==> config.mk <==
export PLATFORM = sky130hd
export DESIGN_NAME = nmea_rmc_sentence_parser
export DESIGN_NICKNAME = d
export VERILOG_FILES = /design/src/rmcp_pkg.sv /design/src/rmcp_front.sv /design/src/rmcp_fifo.sv /design/src/rmcp_coord.sv /design/src/rmcp_back.sv /design/src/nmea_rmc_sentence_parser.sv
export SDC_FILE = /design/constraint.sdc
export NUM_CORES = 2
export LEC_CHECK = 0
export CAP_MARGIN = 20
export CORE_MARGIN = 5
export CORE_UTILIZATION = 60
export DETAILED_ROUTE_END_ITERATION = 6
export DONT_BUFFER_PORTS = 1
export PLACE_DENSITY = 0.76
export REMOVE_ABC_BUFFERS = 1
export SLEW_MARGIN = 40
export SYNTH_ARGS = -nofsm -noshare
export SYNTH_HDL_FRONTEND = slang
export SYNTH_SLANG_ARGS = --single-unit
==> constraint.sdc <==
create_clock -name clk -period 9.14 [get_ports clk]
set_input_delay 0.457 -clock clk [delete_from_list [all_inputs] [get_ports clk]]
set_output_delay 0.457 -clock clk [all_outputs]
set_load 0.03 [all_outputs]
==> src/rmcp_pkg.sv <==
`default_nettype none
// ----------------------------------------------------------------------------
// rmcp_pkg
// Shared types and constants of the RMC sentence parser.
// ----------------------------------------------------------------------------
package rmcp_pkg;

	typedef enum logic [2:0] {
		PH_IDLE,
		PH_HEADER,
		PH_TO_COMMA,
		PH_BODY,
		PH_CK1,
		PH_CK2
	} phase_t;

	localparam logic [7:0] CH_DOLLAR = 8'h24;
	localparam logic [7:0] CH_COMMA  = 8'h2C;
	localparam logic [7:0] CH_STAR   = 8'h2A;
	localparam logic [7:0] CH_FIX    = 8'h41; // 'A'
	localparam logic [7:0] CH_SOUTH  = 8'h53; // 'S'
	localparam logic [7:0] CH_WEST   = 8'h57; // 'W'

	localparam int unsigned MIN_W = 24; // minute accumulator, covers up to 5 fraction digits

	localparam logic [27:0] LAT_LIMIT = 28'd90000000;
	localparam logic [27:0] LON_LIMIT = 28'd180000000;

	localparam logic [4:0] ZONE_HOURS_RST   = 5'd5;
	localparam logic [5:0] ZONE_MINUTES_RST = 6'd30;

	localparam logic CFG_ZONE_HOURS   = 1'b0;
	localparam logic CFG_ZONE_MINUTES = 1'b1;

	// raw sentence fields handed from the front to the back
	typedef struct packed {
		logic [6:0]       hours;
		logic [6:0]       minutes;
		logic [6:0]       seconds;
		logic [6:0]       day;
		logic [6:0]       month;
		logic [6:0]       year;
		logic             fix;
		logic [6:0]       lat_deg;
		logic [MIN_W-1:0] lat_min;
		logic             south;
		logic [7:0]       lon_deg;
		logic [MIN_W-1:0] lon_min;
		logic             west;
		logic [7:0]       cksum;
	} rmc_rec_t;

	function automatic logic [23:0] pow10(input logic [2:0] n);
		logic [23:0] r;
		unique case (n)
			3'd0: r = 24'd1;
			3'd1: r = 24'd10;
			3'd2: r = 24'd100;
			3'd3: r = 24'd1000;
			3'd4: r = 24'd10000;
			3'd5: r = 24'd100000;
			3'd6: r = 24'd1000000;
			default: r = 24'd10000000;
		endcase
		return r;
	endfunction

endpackage
`default_nettype wire

==> src/rmcp_front.sv <==
`default_nettype none
// ----------------------------------------------------------------------------
// rmcp_front
// Byte parser: header match, field split, per-character accumulation.
// ----------------------------------------------------------------------------
module rmcp_front import rmcp_pkg::*; #(
	parameter int unsigned FRAC_DIGITS = 4,
	parameter int unsigned FIELD_CHARS = 10
) (
	input  wire logic     clk,
	input  wire logic     arst_n,
	input  wire logic     take,
	input  wire logic [7:0] c,
	output logic          push,
	output rmc_rec_t      rec
);

	phase_t      phase_q, phase_d;
	logic [2:0]  hdr_q;
	logic [3:0]  field_q, char_q;
	logic [3:0]  t_dig_q [6];
	logic [3:0]  d_dig_q [6];
	logic        fix_q, south_q, west_q;
	logic [6:0]  lat_deg_q;
	logic [7:0]  lon_deg_q;
	logic [MIN_W-1:0] lat_min_q, lon_min_q;
	logic [7:0]  ck_q;

	logic [3:0]  d;
	logic [3:0]  hx;
	logic [7:0]  hdr_ch;
	logic        hdr_ok;
	logic        in_field;
	logic [7:0]  lat_v;
	logic [10:0] lon_v;
	logic [23:0] lat_w, lon_w;

	function automatic logic [23:0] min_weight(input logic [3:0] q);
		logic [23:0] w;
		if (q == 4'd0)
			w = pow10(3'(FRAC_DIGITS + 1));
		else if (q == 4'd1)
			w = pow10(3'(FRAC_DIGITS));
		else if (q >= 4'd3 && (q - 4'd2) <= 4'(FRAC_DIGITS))
			w = pow10(3'(4'(FRAC_DIGITS) - (q - 4'd2)));
		else
			w = '0;
		return w;
	endfunction

	function automatic logic [6:0] two_dig(input logic [3:0] a, input logic [3:0] b);
		return 7'(a) * 7'd10 + 7'(b);
	endfunction

	always_comb begin
		d = (c >= 8'h30 && c <= 8'h39) ? c[3:0] : 4'd0;
		if (c >= 8'h30 && c <= 8'h39)
			hx = c[3:0];
		else if ((c >= 8'h41 && c <= 8'h46) || (c >= 8'h61 && c <= 8'h66))
			hx = c[3:0] + 4'd9;
		else
			hx = 4'd0;
	end

	always_comb begin
		unique case (hdr_q)
			3'd0: hdr_ch = 8'h47; // G
			3'd1: hdr_ch = 8'h50; // P
			3'd2: hdr_ch = 8'h52; // R
			3'd3: hdr_ch = 8'h4D; // M
			3'd4: hdr_ch = 8'h43; // C
			default: hdr_ch = 8'h00;
		endcase
		hdr_ok = (hdr_q < 3'd5) && (c == hdr_ch);
	end

	assign in_field = char_q < 4'(FIELD_CHARS);
	assign lat_v = 8'(lat_deg_q) + ((char_q == 4'd0) ? 8'(d) * 8'd10 : 8'(d));
	assign lon_v = 11'(lon_deg_q) + 11'(d) * 11'(pow10(3'(4'd2 - char_q)));
	assign lat_w = min_weight(char_q - 4'd2);
	assign lon_w = min_weight(char_q - 4'd3);

	// next phase
	always_comb begin
		phase_d = phase_q;
		if (c == CH_DOLLAR) begin
			phase_d = PH_HEADER;
		end else begin
			unique case (phase_q)
				PH_HEADER: begin
					if (!hdr_ok)
						phase_d = PH_IDLE;
					else if (hdr_q == 3'd4)
						phase_d = PH_TO_COMMA;
				end
				PH_TO_COMMA: if (c == CH_COMMA) phase_d = PH_BODY;
				PH_BODY:     if (c == CH_STAR) phase_d = PH_CK1;
				PH_CK1:      phase_d = PH_CK2;
				PH_CK2:      phase_d = PH_IDLE;
				default:     phase_d = PH_IDLE;
			endcase
		end
	end

	// word out to the queue
	always_comb begin
		push = take && (c != CH_DOLLAR) && (phase_q == PH_CK2);
		rec.hours   = two_dig(t_dig_q[0], t_dig_q[1]);
		rec.minutes = two_dig(t_dig_q[2], t_dig_q[3]);
		rec.seconds = two_dig(t_dig_q[4], t_dig_q[5]);
		rec.day     = two_dig(d_dig_q[0], d_dig_q[1]);
		rec.month   = two_dig(d_dig_q[2], d_dig_q[3]);
		rec.year    = two_dig(d_dig_q[4], d_dig_q[5]);
		rec.fix     = fix_q;
		rec.lat_deg = lat_deg_q;
		rec.lat_min = lat_min_q;
		rec.south   = south_q;
		rec.lon_deg = lon_deg_q;
		rec.lon_min = lon_min_q;
		rec.west    = west_q;
		rec.cksum   = {ck_q[7:4], hx};
	end

	always_ff @(posedge clk or negedge arst_n) begin
		if (!arst_n) begin
			phase_q   <= PH_IDLE;
			hdr_q     <= '0;
			field_q   <= '0;
			char_q    <= '0;
			t_dig_q   <= '{default: '0};
			d_dig_q   <= '{default: '0};
			fix_q     <= 1'b0;
			south_q   <= 1'b0;
			west_q    <= 1'b0;
			lat_deg_q <= '0;
			lon_deg_q <= '0;
			lat_min_q <= '0;
			lon_min_q <= '0;
			ck_q      <= '0;
		end else if (take) begin
			phase_q <= phase_d;
			if (c == CH_DOLLAR) begin
				hdr_q     <= '0;
				field_q   <= '0;
				char_q    <= '0;
				t_dig_q   <= '{default: '0};
				d_dig_q   <= '{default: '0};
				fix_q     <= 1'b0;
				south_q   <= 1'b0;
				west_q    <= 1'b0;
				lat_deg_q <= '0;
				lon_deg_q <= '0;
				lat_min_q <= '0;
				lon_min_q <= '0;
				ck_q      <= '0;
			end else begin
				unique case (phase_q)
					PH_HEADER: if (hdr_ok) hdr_q <= hdr_q + 3'd1;
					PH_BODY: begin
						if (c == CH_COMMA) begin
							if (field_q != 4'd15) field_q <= field_q + 4'd1;
							char_q <= '0;
						end else if (c != CH_STAR) begin
							if (char_q != 4'd15) char_q <= char_q + 4'd1;
							if (in_field) begin
								unique case (field_q)
									4'd0: if (char_q < 4'd6) t_dig_q[char_q[2:0]] <= d;
									4'd1: if (char_q == 4'd0) fix_q <= (c == CH_FIX);
									4'd2: begin
										if (char_q < 4'd2)
											lat_deg_q <= (lat_v > 8'd90) ? 7'd90 : lat_v[6:0];
										else
											lat_min_q <= lat_min_q + MIN_W'(d) * lat_w;
									end
									4'd3: if (char_q == 4'd0 && c == CH_SOUTH) south_q <= 1'b1;
									4'd4: begin
										if (char_q < 4'd3)
											lon_deg_q <= (lon_v > 11'd180) ? 8'd180 : lon_v[7:0];
										else
											lon_min_q <= lon_min_q + MIN_W'(d) * lon_w;
									end
									4'd5: if (char_q == 4'd0 && c == CH_WEST) west_q <= 1'b1;
									4'd8: if (char_q < 4'd6) d_dig_q[char_q[2:0]] <= d;
									default: ;
								endcase
							end
						end
					end
					PH_CK1: ck_q <= {hx, 4'd0};
					PH_CK2: ck_q <= {ck_q[7:4], hx};
					default: ;
				endcase
			end
		end
	end

endmodule
`default_nettype wire

==> src/rmcp_fifo.sv <==
`default_nettype none
// ----------------------------------------------------------------------------
// rmcp_fifo
// Two-entry queue of parsed sentences between front and back.
// ----------------------------------------------------------------------------
module rmcp_fifo import rmcp_pkg::*; (
	input  wire logic     clk,
	input  wire logic     arst_n,
	input  wire logic     push,
	input  rmc_rec_t      wdata,
	input  wire logic     pop,
	output rmc_rec_t      rdata,
	output logic          full,
	output logic          empty
);

	rmc_rec_t   mem_q [2];
	logic       wp_q, rp_q;
	logic [1:0] cnt_q;

	assign full  = cnt_q == 2'd2;
	assign empty = cnt_q == 2'd0;
	assign rdata = mem_q[rp_q];

	always_ff @(posedge clk) begin
		if (push) mem_q[wp_q] <= wdata;
	end

	always_ff @(posedge clk or negedge arst_n) begin
		if (!arst_n) begin
			wp_q  <= 1'b0;
			rp_q  <= 1'b0;
			cnt_q <= '0;
		end else begin
			if (push) wp_q <= ~wp_q;
			if (pop)  rp_q <= ~rp_q;
			cnt_q <= cnt_q + 2'(push) - 2'(pop);
		end
	end

endmodule
`default_nettype wire

==> src/rmcp_coord.sv <==
`default_nettype none
// ----------------------------------------------------------------------------
// rmcp_coord
// Degrees and scaled minutes to saturated microdegrees, three stages.
// ----------------------------------------------------------------------------
module rmcp_coord import rmcp_pkg::*; #(
	parameter int unsigned FRAC_DIGITS = 4
) (
	input  wire logic             clk,
	input  wire logic             en,
	input  wire logic [7:0]       deg,
	input  wire logic [MIN_W-1:0] min_acc,
	input  wire logic [27:0]      limit,
	output logic [27:0]           udeg
);

	// floor(x/60) = floor(floor(x/4) * M / 2^29) for x < 1e8
	localparam logic [25:0] RECIP = 26'd35791395;

	logic [26:0] x_s1;
	logic [7:0]  deg_s1, deg_s2;
	logic [20:0] q_s2;
	logic [50:0] prod;
	logic [27:0] total;

	assign prod  = 51'(x_s1[26:2]) * 51'(RECIP);
	assign total = 28'(deg_s2) * 28'd1000000 + 28'(q_s2);

	always_ff @(posedge clk) begin
		if (en) begin
			x_s1   <= 27'(min_acc) * 27'(pow10(3'(6 - FRAC_DIGITS)));
			deg_s1 <= deg;
			q_s2   <= prod[49:29];
			deg_s2 <= deg_s1;
			udeg   <= (total > limit) ? limit : total;
		end
	end

endmodule
`default_nettype wire

==> src/rmcp_back.sv <==
`default_nettype none
// ----------------------------------------------------------------------------
// rmcp_back
// Zone shift of the time, coordinate conversion and result register.
// ----------------------------------------------------------------------------
module rmcp_back import rmcp_pkg::*; #(
	parameter int unsigned FRAC_DIGITS = 4
) (
	input  wire logic       clk,
	input  wire logic       arst_n,
	input  wire logic       cfg_we,
	input  wire logic       cfg_index,
	input  wire logic [5:0] cfg_data,
	input  wire logic       q_empty,
	input  rmc_rec_t        q_rec,
	output logic            q_pop,
	output logic            out_valid,
	input  wire logic       out_ready,
	output logic [4:0]      local_hours,
	output logic [5:0]      local_minutes,
	output logic [6:0]      utc_seconds,
	output logic [6:0]      day_of_month,
	output logic [6:0]      month_number,
	output logic [6:0]      year_two_digit,
	output logic            fix_valid,
	output logic [26:0]     latitude_udeg,
	output logic            lat_south,
	output logic [27:0]     longitude_udeg,
	output logic            lon_west,
	output logic [7:0]      received_checksum
);

	logic [4:0] zh_q;
	logic [5:0] zm_q;
	logic       v_s1, v_s2, v_s3;
	logic       en;
	rmc_rec_t   r_s1, r_s2, r_s3;
	logic [4:0] hr_s1, hr_s2, hr_s3;
	logic [5:0] mn_s1, mn_s2, mn_s3;

	logic [7:0] msum, mmod, hsum, hmod;
	logic [1:0] carry;
	logic [27:0] lat_u, lon_u;

	assign en    = !(v_s3 && !out_ready);
	assign q_pop = en && !q_empty;

	always_comb begin
		msum = 8'(q_rec.minutes) + 8'(zm_q);
		if (msum >= 8'd120) begin
			carry = 2'd2; mmod = msum - 8'd120;
		end else if (msum >= 8'd60) begin
			carry = 2'd1; mmod = msum - 8'd60;
		end else begin
			carry = 2'd0; mmod = msum;
		end
		hsum = 8'(q_rec.hours) + 8'(zh_q) + 8'(carry);
		priority if (hsum >= 8'd120) hmod = hsum - 8'd120;
		else if (hsum >= 8'd96) hmod = hsum - 8'd96;
		else if (hsum >= 8'd72) hmod = hsum - 8'd72;
		else if (hsum >= 8'd48) hmod = hsum - 8'd48;
		else if (hsum >= 8'd24) hmod = hsum - 8'd24;
		else hmod = hsum;
	end

	always_ff @(posedge clk or negedge arst_n) begin
		if (!arst_n) begin
			zh_q <= ZONE_HOURS_RST;
			zm_q <= ZONE_MINUTES_RST;
			v_s1 <= 1'b0;
			v_s2 <= 1'b0;
			v_s3 <= 1'b0;
		end else begin
			if (cfg_we) begin
				unique case (cfg_index)
					CFG_ZONE_HOURS:   zh_q <= cfg_data[4:0];
					CFG_ZONE_MINUTES: zm_q <= cfg_data;
					default: ;
				endcase
			end
			if (en) begin
				v_s1 <= q_pop;
				v_s2 <= v_s1;
				v_s3 <= v_s2;
			end
		end
	end

	always_ff @(posedge clk) begin
		if (en) begin
			r_s1  <= q_rec;
			hr_s1 <= hmod[4:0];
			mn_s1 <= mmod[5:0];
			r_s2  <= r_s1;
			hr_s2 <= hr_s1;
			mn_s2 <= mn_s1;
			r_s3  <= r_s2;
			hr_s3 <= hr_s2;
			mn_s3 <= mn_s2;
		end
	end

	rmcp_coord #(.FRAC_DIGITS(FRAC_DIGITS)) u_lat (
		.clk     (clk),
		.en      (en),
		.deg     ({1'b0, q_rec.lat_deg}),
		.min_acc (q_rec.lat_min),
		.limit   (LAT_LIMIT),
		.udeg    (lat_u)
	);

	rmcp_coord #(.FRAC_DIGITS(FRAC_DIGITS)) u_lon (
		.clk     (clk),
		.en      (en),
		.deg     (q_rec.lon_deg),
		.min_acc (q_rec.lon_min),
		.limit   (LON_LIMIT),
		.udeg    (lon_u)
	);

	assign out_valid         = v_s3;
	assign local_hours       = hr_s3;
	assign local_minutes     = mn_s3;
	assign utc_seconds       = r_s3.seconds;
	assign day_of_month      = r_s3.day;
	assign month_number      = r_s3.month;
	assign year_two_digit    = r_s3.year;
	assign fix_valid         = r_s3.fix;
	assign latitude_udeg     = r_s3.fix ? lat_u[26:0] : 27'd0;
	assign lat_south         = r_s3.fix & r_s3.south;
	assign longitude_udeg    = r_s3.fix ? lon_u : 28'd0;
	assign lon_west          = r_s3.fix & r_s3.west;
	assign received_checksum = r_s3.cksum;

endmodule
`default_nettype wire

==> src/nmea_rmc_sentence_parser.sv <==
`default_nettype none
// ----------------------------------------------------------------------------
// nmea_rmc_sentence_parser
// NMEA RMC sentence parser with time zone shift and microdegree output.
//
// Input channel (in_valid/in_ready, rx_byte) takes one character per cycle.
// The front parser consumes each word in the cycle it is accepted; a sentence
// finishes on the second checksum character and its fields go to a two-entry
// queue. The back end pulls from the queue into a three-stage pipeline
// (minute scaling, reciprocal multiply, add and saturate); the last stage is
// the output register. A finished sentence is queued, then runs the stages to
// out_valid. Throughput is one byte per cycle; in_ready drops only when the
// queue is full, which happens only if the receiver holds out_ready low.
// A stalled output freezes the back pipeline; the queue keeps absorbing up
// to two more sentences. Reset clears the parser to idle (waiting for '$'),
// empties the queue and sets the zone to +5h30m. Zone registers are written
// through cfg_we/cfg_index/cfg_data, index 0 hours and 1 minutes.
// ----------------------------------------------------------------------------
module nmea_rmc_sentence_parser import rmcp_pkg::*; #(
	parameter int unsigned MINUTE_FRACTION_DIGITS = 4,
	parameter int unsigned FIELD_CHARS            = 10
) (
	input  wire logic       clk,
	input  wire logic       arst_n,
	input  wire logic       cfg_we,
	input  wire logic       cfg_index,
	input  wire logic [5:0] cfg_data,
	input  wire logic       in_valid,
	output logic            in_ready,
	input  wire logic [7:0] rx_byte,
	output logic            out_valid,
	input  wire logic       out_ready,
	output logic [4:0]      local_hours,
	output logic [5:0]      local_minutes,
	output logic [6:0]      utc_seconds,
	output logic [6:0]      day_of_month,
	output logic [6:0]      month_number,
	output logic [6:0]      year_two_digit,
	output logic            fix_valid,
	output logic [26:0]     latitude_udeg,
	output logic            lat_south,
	output logic [27:0]     longitude_udeg,
	output logic            lon_west,
	output logic [7:0]      received_checksum
);

	logic     take, push, pop, full, empty;
	rmc_rec_t f_rec, q_rec;

	assign in_ready = !full;
	assign take     = in_valid && in_ready;

	rmcp_front #(
		.FRAC_DIGITS (MINUTE_FRACTION_DIGITS),
		.FIELD_CHARS (FIELD_CHARS)
	) u_front (
		.clk    (clk),
		.arst_n (arst_n),
		.take   (take),
		.c      (rx_byte),
		.push   (push),
		.rec    (f_rec)
	);

	rmcp_fifo u_fifo (
		.clk    (clk),
		.arst_n (arst_n),
		.push   (push),
		.wdata  (f_rec),
		.pop    (pop),
		.rdata  (q_rec),
		.full   (full),
		.empty  (empty)
	);

	rmcp_back #(.FRAC_DIGITS(MINUTE_FRACTION_DIGITS)) u_back (
		.clk               (clk),
		.arst_n            (arst_n),
		.cfg_we            (cfg_we),
		.cfg_index         (cfg_index),
		.cfg_data          (cfg_data),
		.q_empty           (empty),
		.q_rec             (q_rec),
		.q_pop             (pop),
		.out_valid         (out_valid),
		.out_ready         (out_ready),
		.local_hours       (local_hours),
		.local_minutes     (local_minutes),
		.utc_seconds       (utc_seconds),
		.day_of_month      (day_of_month),
		.month_number      (month_number),
		.year_two_digit    (year_two_digit),
		.fix_valid         (fix_valid),
		.latitude_udeg     (latitude_udeg),
		.lat_south         (lat_south),
		.longitude_udeg    (longitude_udeg),
		.lon_west          (lon_west),
		.received_checksum (received_checksum)
	);

endmodule
`default_nettype wire

==> results.sh <==
export IMPL_num_fill_cells=7182
export IMPL_yosysSeqAreaShare=0.362
export IMPL_fin_crit_ns=7.67
export IMPL_synth_most_common_cell="inv_1"
export IMPL_status="completed"
export IMPL_grt_pass1_wl_um=183000
export IMPL_cts_sinks=709
export IMPL_hold_path_class="in -> reg"
export IMPL_grt_pass1_vias=37300
export IMPL_synthTopCellsByCount="925 x inv_1, 859 x ha_1, 559 x edfxtp_1"
export IMPL_r2r_start="u_front.char_q[0]$_DFFE_PN0P_"
export IMPL_avgSynthCellArea_um2=11.0
export IMPL_fin_area_um2=60900
export IMPL_io_buffers=0
export IMPL_tightest_slew_ns=0.861
export IMPL_min_path_cells=4
export IMPL_firstDrtPassIters=6
export IMPL_arrival_ns=8.20
export IMPL_place_congestion=0.898
export IMPL_wirelength_um=108000
export IMPL_synth_top_cell_by_area="edfxtp_1"
export IMPL_placed_area_um2=58000
export IMPL_worstHoldStart="rx_byte[4]"
export IMPL_synth_top_flop_cell="edfxtp_1"
export IMPL_setup_viol=0
export IMPL_die_w_um=318
export IMPL_hpwl_um=82100
export IMPL_slew_viol_final=0
export IMPL_syn_inst=5174
export IMPL_wl_per_cell_um=16.7
export IMPL_cp_data_required_time_ns=9.66
export IMPL_track_usage=0.216
export IMPL_dieHeight_um=318
export IMPL_syn_cell_area_um2=56800
export IMPL_io_pins=127
export IMPL_htreeDepth=3
export IMPL_core_area_um2=93600
export IMPL_path_max_fanout=19
export IMPL_relSlewSlack=0.424
export IMPL_insertion_delay_ns=0.69
export IMPL_initial_core_util=0.607
export IMPL_clk_pin_slew_ns=0.07
export IMPL_finalHoldViolCount=0
export IMPL_clockBufferDepth=3
export IMPL_end_kind="flop"
export IMPL_max_freq_mhz=130
export IMPL_skew_ns=0.0833
export IMPL_gr_total_overflow=0
export IMPL_ys_warn_count=0
export IMPL_floorplan_rows=112
export IMPL_dieArea_um2=101000
export IMPL_rsz0062_at_grt="no"
export IMPL_rrSetupSlack_ns=1.47
export IMPL_post_route_period_util=0.840
export IMPL_synth_area_leaders="edfxtp_1 30%, ha_1 19%, fa_1 14%"
export IMPL_critPathLaunch="u_front.char_q[0]$_DFFE_PN0P_"
export IMPL_grt_max_degree=151
export IMPL_maxCapViolations=0
export IMPL_vias_per_cell=5.56
export IMPL_drtAntennaViolNets=0
export IMPL_synth_edf_count=559
export IMPL_final_setup_tns_ns=0
export IMPL_syn_to_final_growth_pct=7.26
export IMPL_rr_worst_depth=24
export IMPL_critPathLaunchType="flop"
export IMPL_post_synth_top_area_fraction=0.296
export IMPL_ys_ff_latch=709
export IMPL_crit_type="reg -> reg"
export IMPL_yosysUniqueCellTypes=84
export IMPL_cts_root_buf="clkbuf_16"
export IMPL_grt_antenna_before_repair=0
export IMPL_cts_buffers=79
export IMPL_cts_setup_buffers=0
export IMPL_via_count=36100
export IMPL_synth_async_reset_ratio=0.212
export IMPL_drt_iter0_markers=2058
export IMPL_cts_tree="built"
export IMPL_nNetsFinal=6443
export IMPL_drive_gt1_frac=0.0569
export IMPL_drc=0
## path summary, 6_finish.rpt
kind                                                      to
setup reg to reg           u_front.lon_min_q[17]$_DFFE_PN0P_
max in group asynchronous  u_front.lon_min_q[14]$_DFFE_PN0P_
setup / recovery           u_front.lon_min_q[17]$_DFFE_PN0P_
min in group asynchronous    u_front.d_dig_q[14]$_DFFE_PN0P_
hold / removal                     u_front.fix_q$_DFFE_PN0P_
hold reg to reg                    u_back.r_s2[73]$_DFFE_PN_
## layout by cell type, fill, tap and decap left out, types with 20 or more instances in the layout
cell | netlist | layout
xnor2_1 | 199 | 199
mux2_2 | 91 | 91
nor2_1 | 302 | 299
nand4_1 | 26 | 26
a21oi_1 | 201 | 199
a22o_1 | 22 | 22
nand2b_1 | 53 | 53
and2_1 | 85 | 85
inv_1 | 925 | 924
nand3_1 | 69 | 69
dfrtp_1 | 144 | 143
a21o_1 | 74 | 74
xor2_1 | 71 | 71
mux2i_1 | 44 | 44
fa_1 | 396 | 396
o21ai_0 | 270 | 267
ha_1 | 859 | 859
o21bai_1 | 24 | 24
edfxtp_1 | 559 | 559
nand2_1 | 200 | 199
nor2b_1 | 48 | 48
nor3_1 | 57 | 57
o21a_1 | 35 | 35
clkbuf_16 | 0 | 82
and3_1 | 46 | 46
a31oi_1 | 20 | 20
## worst max-delay path, stage by stage (launching register included)
cell and delay (ns):
dfrtp_1 0.64, ha_1 0.59, ha_1 0.53, ha_1 0.32
nor3b_1 0.20, o22a_1 0.23, nand2_1 0.17, nor3_1 0.39
o21ai_0 0.32, nor2_1 0.20, fa_1 0.45, fa_1 0.51
inv_1 0.05, fa_1 0.50, inv_1 0.05, ha_1 0.32
o21a_1 0.13, o21ai_0 0.30, a21oi_1 0.19, a211o_1 0.39
and3_1 0.21, o21a_1 0.17, or2_2 0.28, xor2_1 0.15
a22o_1 0.20
## per-stage QoR
stage	utilization	worst slack [ns]	hold WS, ns	instances
floorplan	-	0.708	0.161	5055
global placement	0.619	1.84	0.175	6330
detailed placement	0.620	1.63	0.175	6330
CTS	0.650	1.54	0.0389	6488
global route	0.651	0.858	0.112	6489
finish	0.651	1.47	0.0914	6490
## area by class of cell
class                   instances  area, µm²  area share
diodes                          1       2.50   0.0000411
clock buffers                  98       2150      0.0353
clock inverters                50        602     0.00988
inverters                     926       3490      0.0573
multi-input cells            3420      32200       0.529
flip-flops and latches        709      20600       0.337
well taps                    1254       1570      0.0258
repair buffers                 32        327     0.00536
## sequential cells by signal (all words and copies together), names as in the netlist, 21 cells and up
register,count
u_front.lon_min_q,24
u_back.u_lat.x_s1,25
u_back.r_s1,39
u_back.u_lon.x_s1,25
u_fifo.mem_q,232
u_back.u_lon.udeg,28
u_front.t_dig_q,24
u_front.lat_min_q,24
u_front.d_dig_q,24
u_back.r_s2,39
u_back.u_lon.q_s2,21
u_back.u_lat.udeg,27
u_back.u_lat.q_s2,21
## logic make-up (layout without fill, tap and decap cells)
group	after synthesis	in the layout	synth area share
compound gates	791	791	0.0868
xor+xnor	270	270	0.0416
fa+ha+maj	1255	1255	0.329
buf+inv	1045	1106	0.0716
flops	709	709	0.362
mux	135	135	0.0258
other cells	0	1	0
simple gates	969	969	0.0836
## metal layers
layer,GRT usage,part of all wire
met1,0.296,0.44
met4,0.0574,0.023
met2,0.359,0.48
met3,0.0400,0.058
met5,0,0
## repair_timing
item	CTS	global route
endpoints found under the hold margin	163	0
resized for setup	0	0
hold buffers	10	0
Power is not shown: default switching activity piles up to over one toggle a cycle in this logic, so the estimate is an artifact.
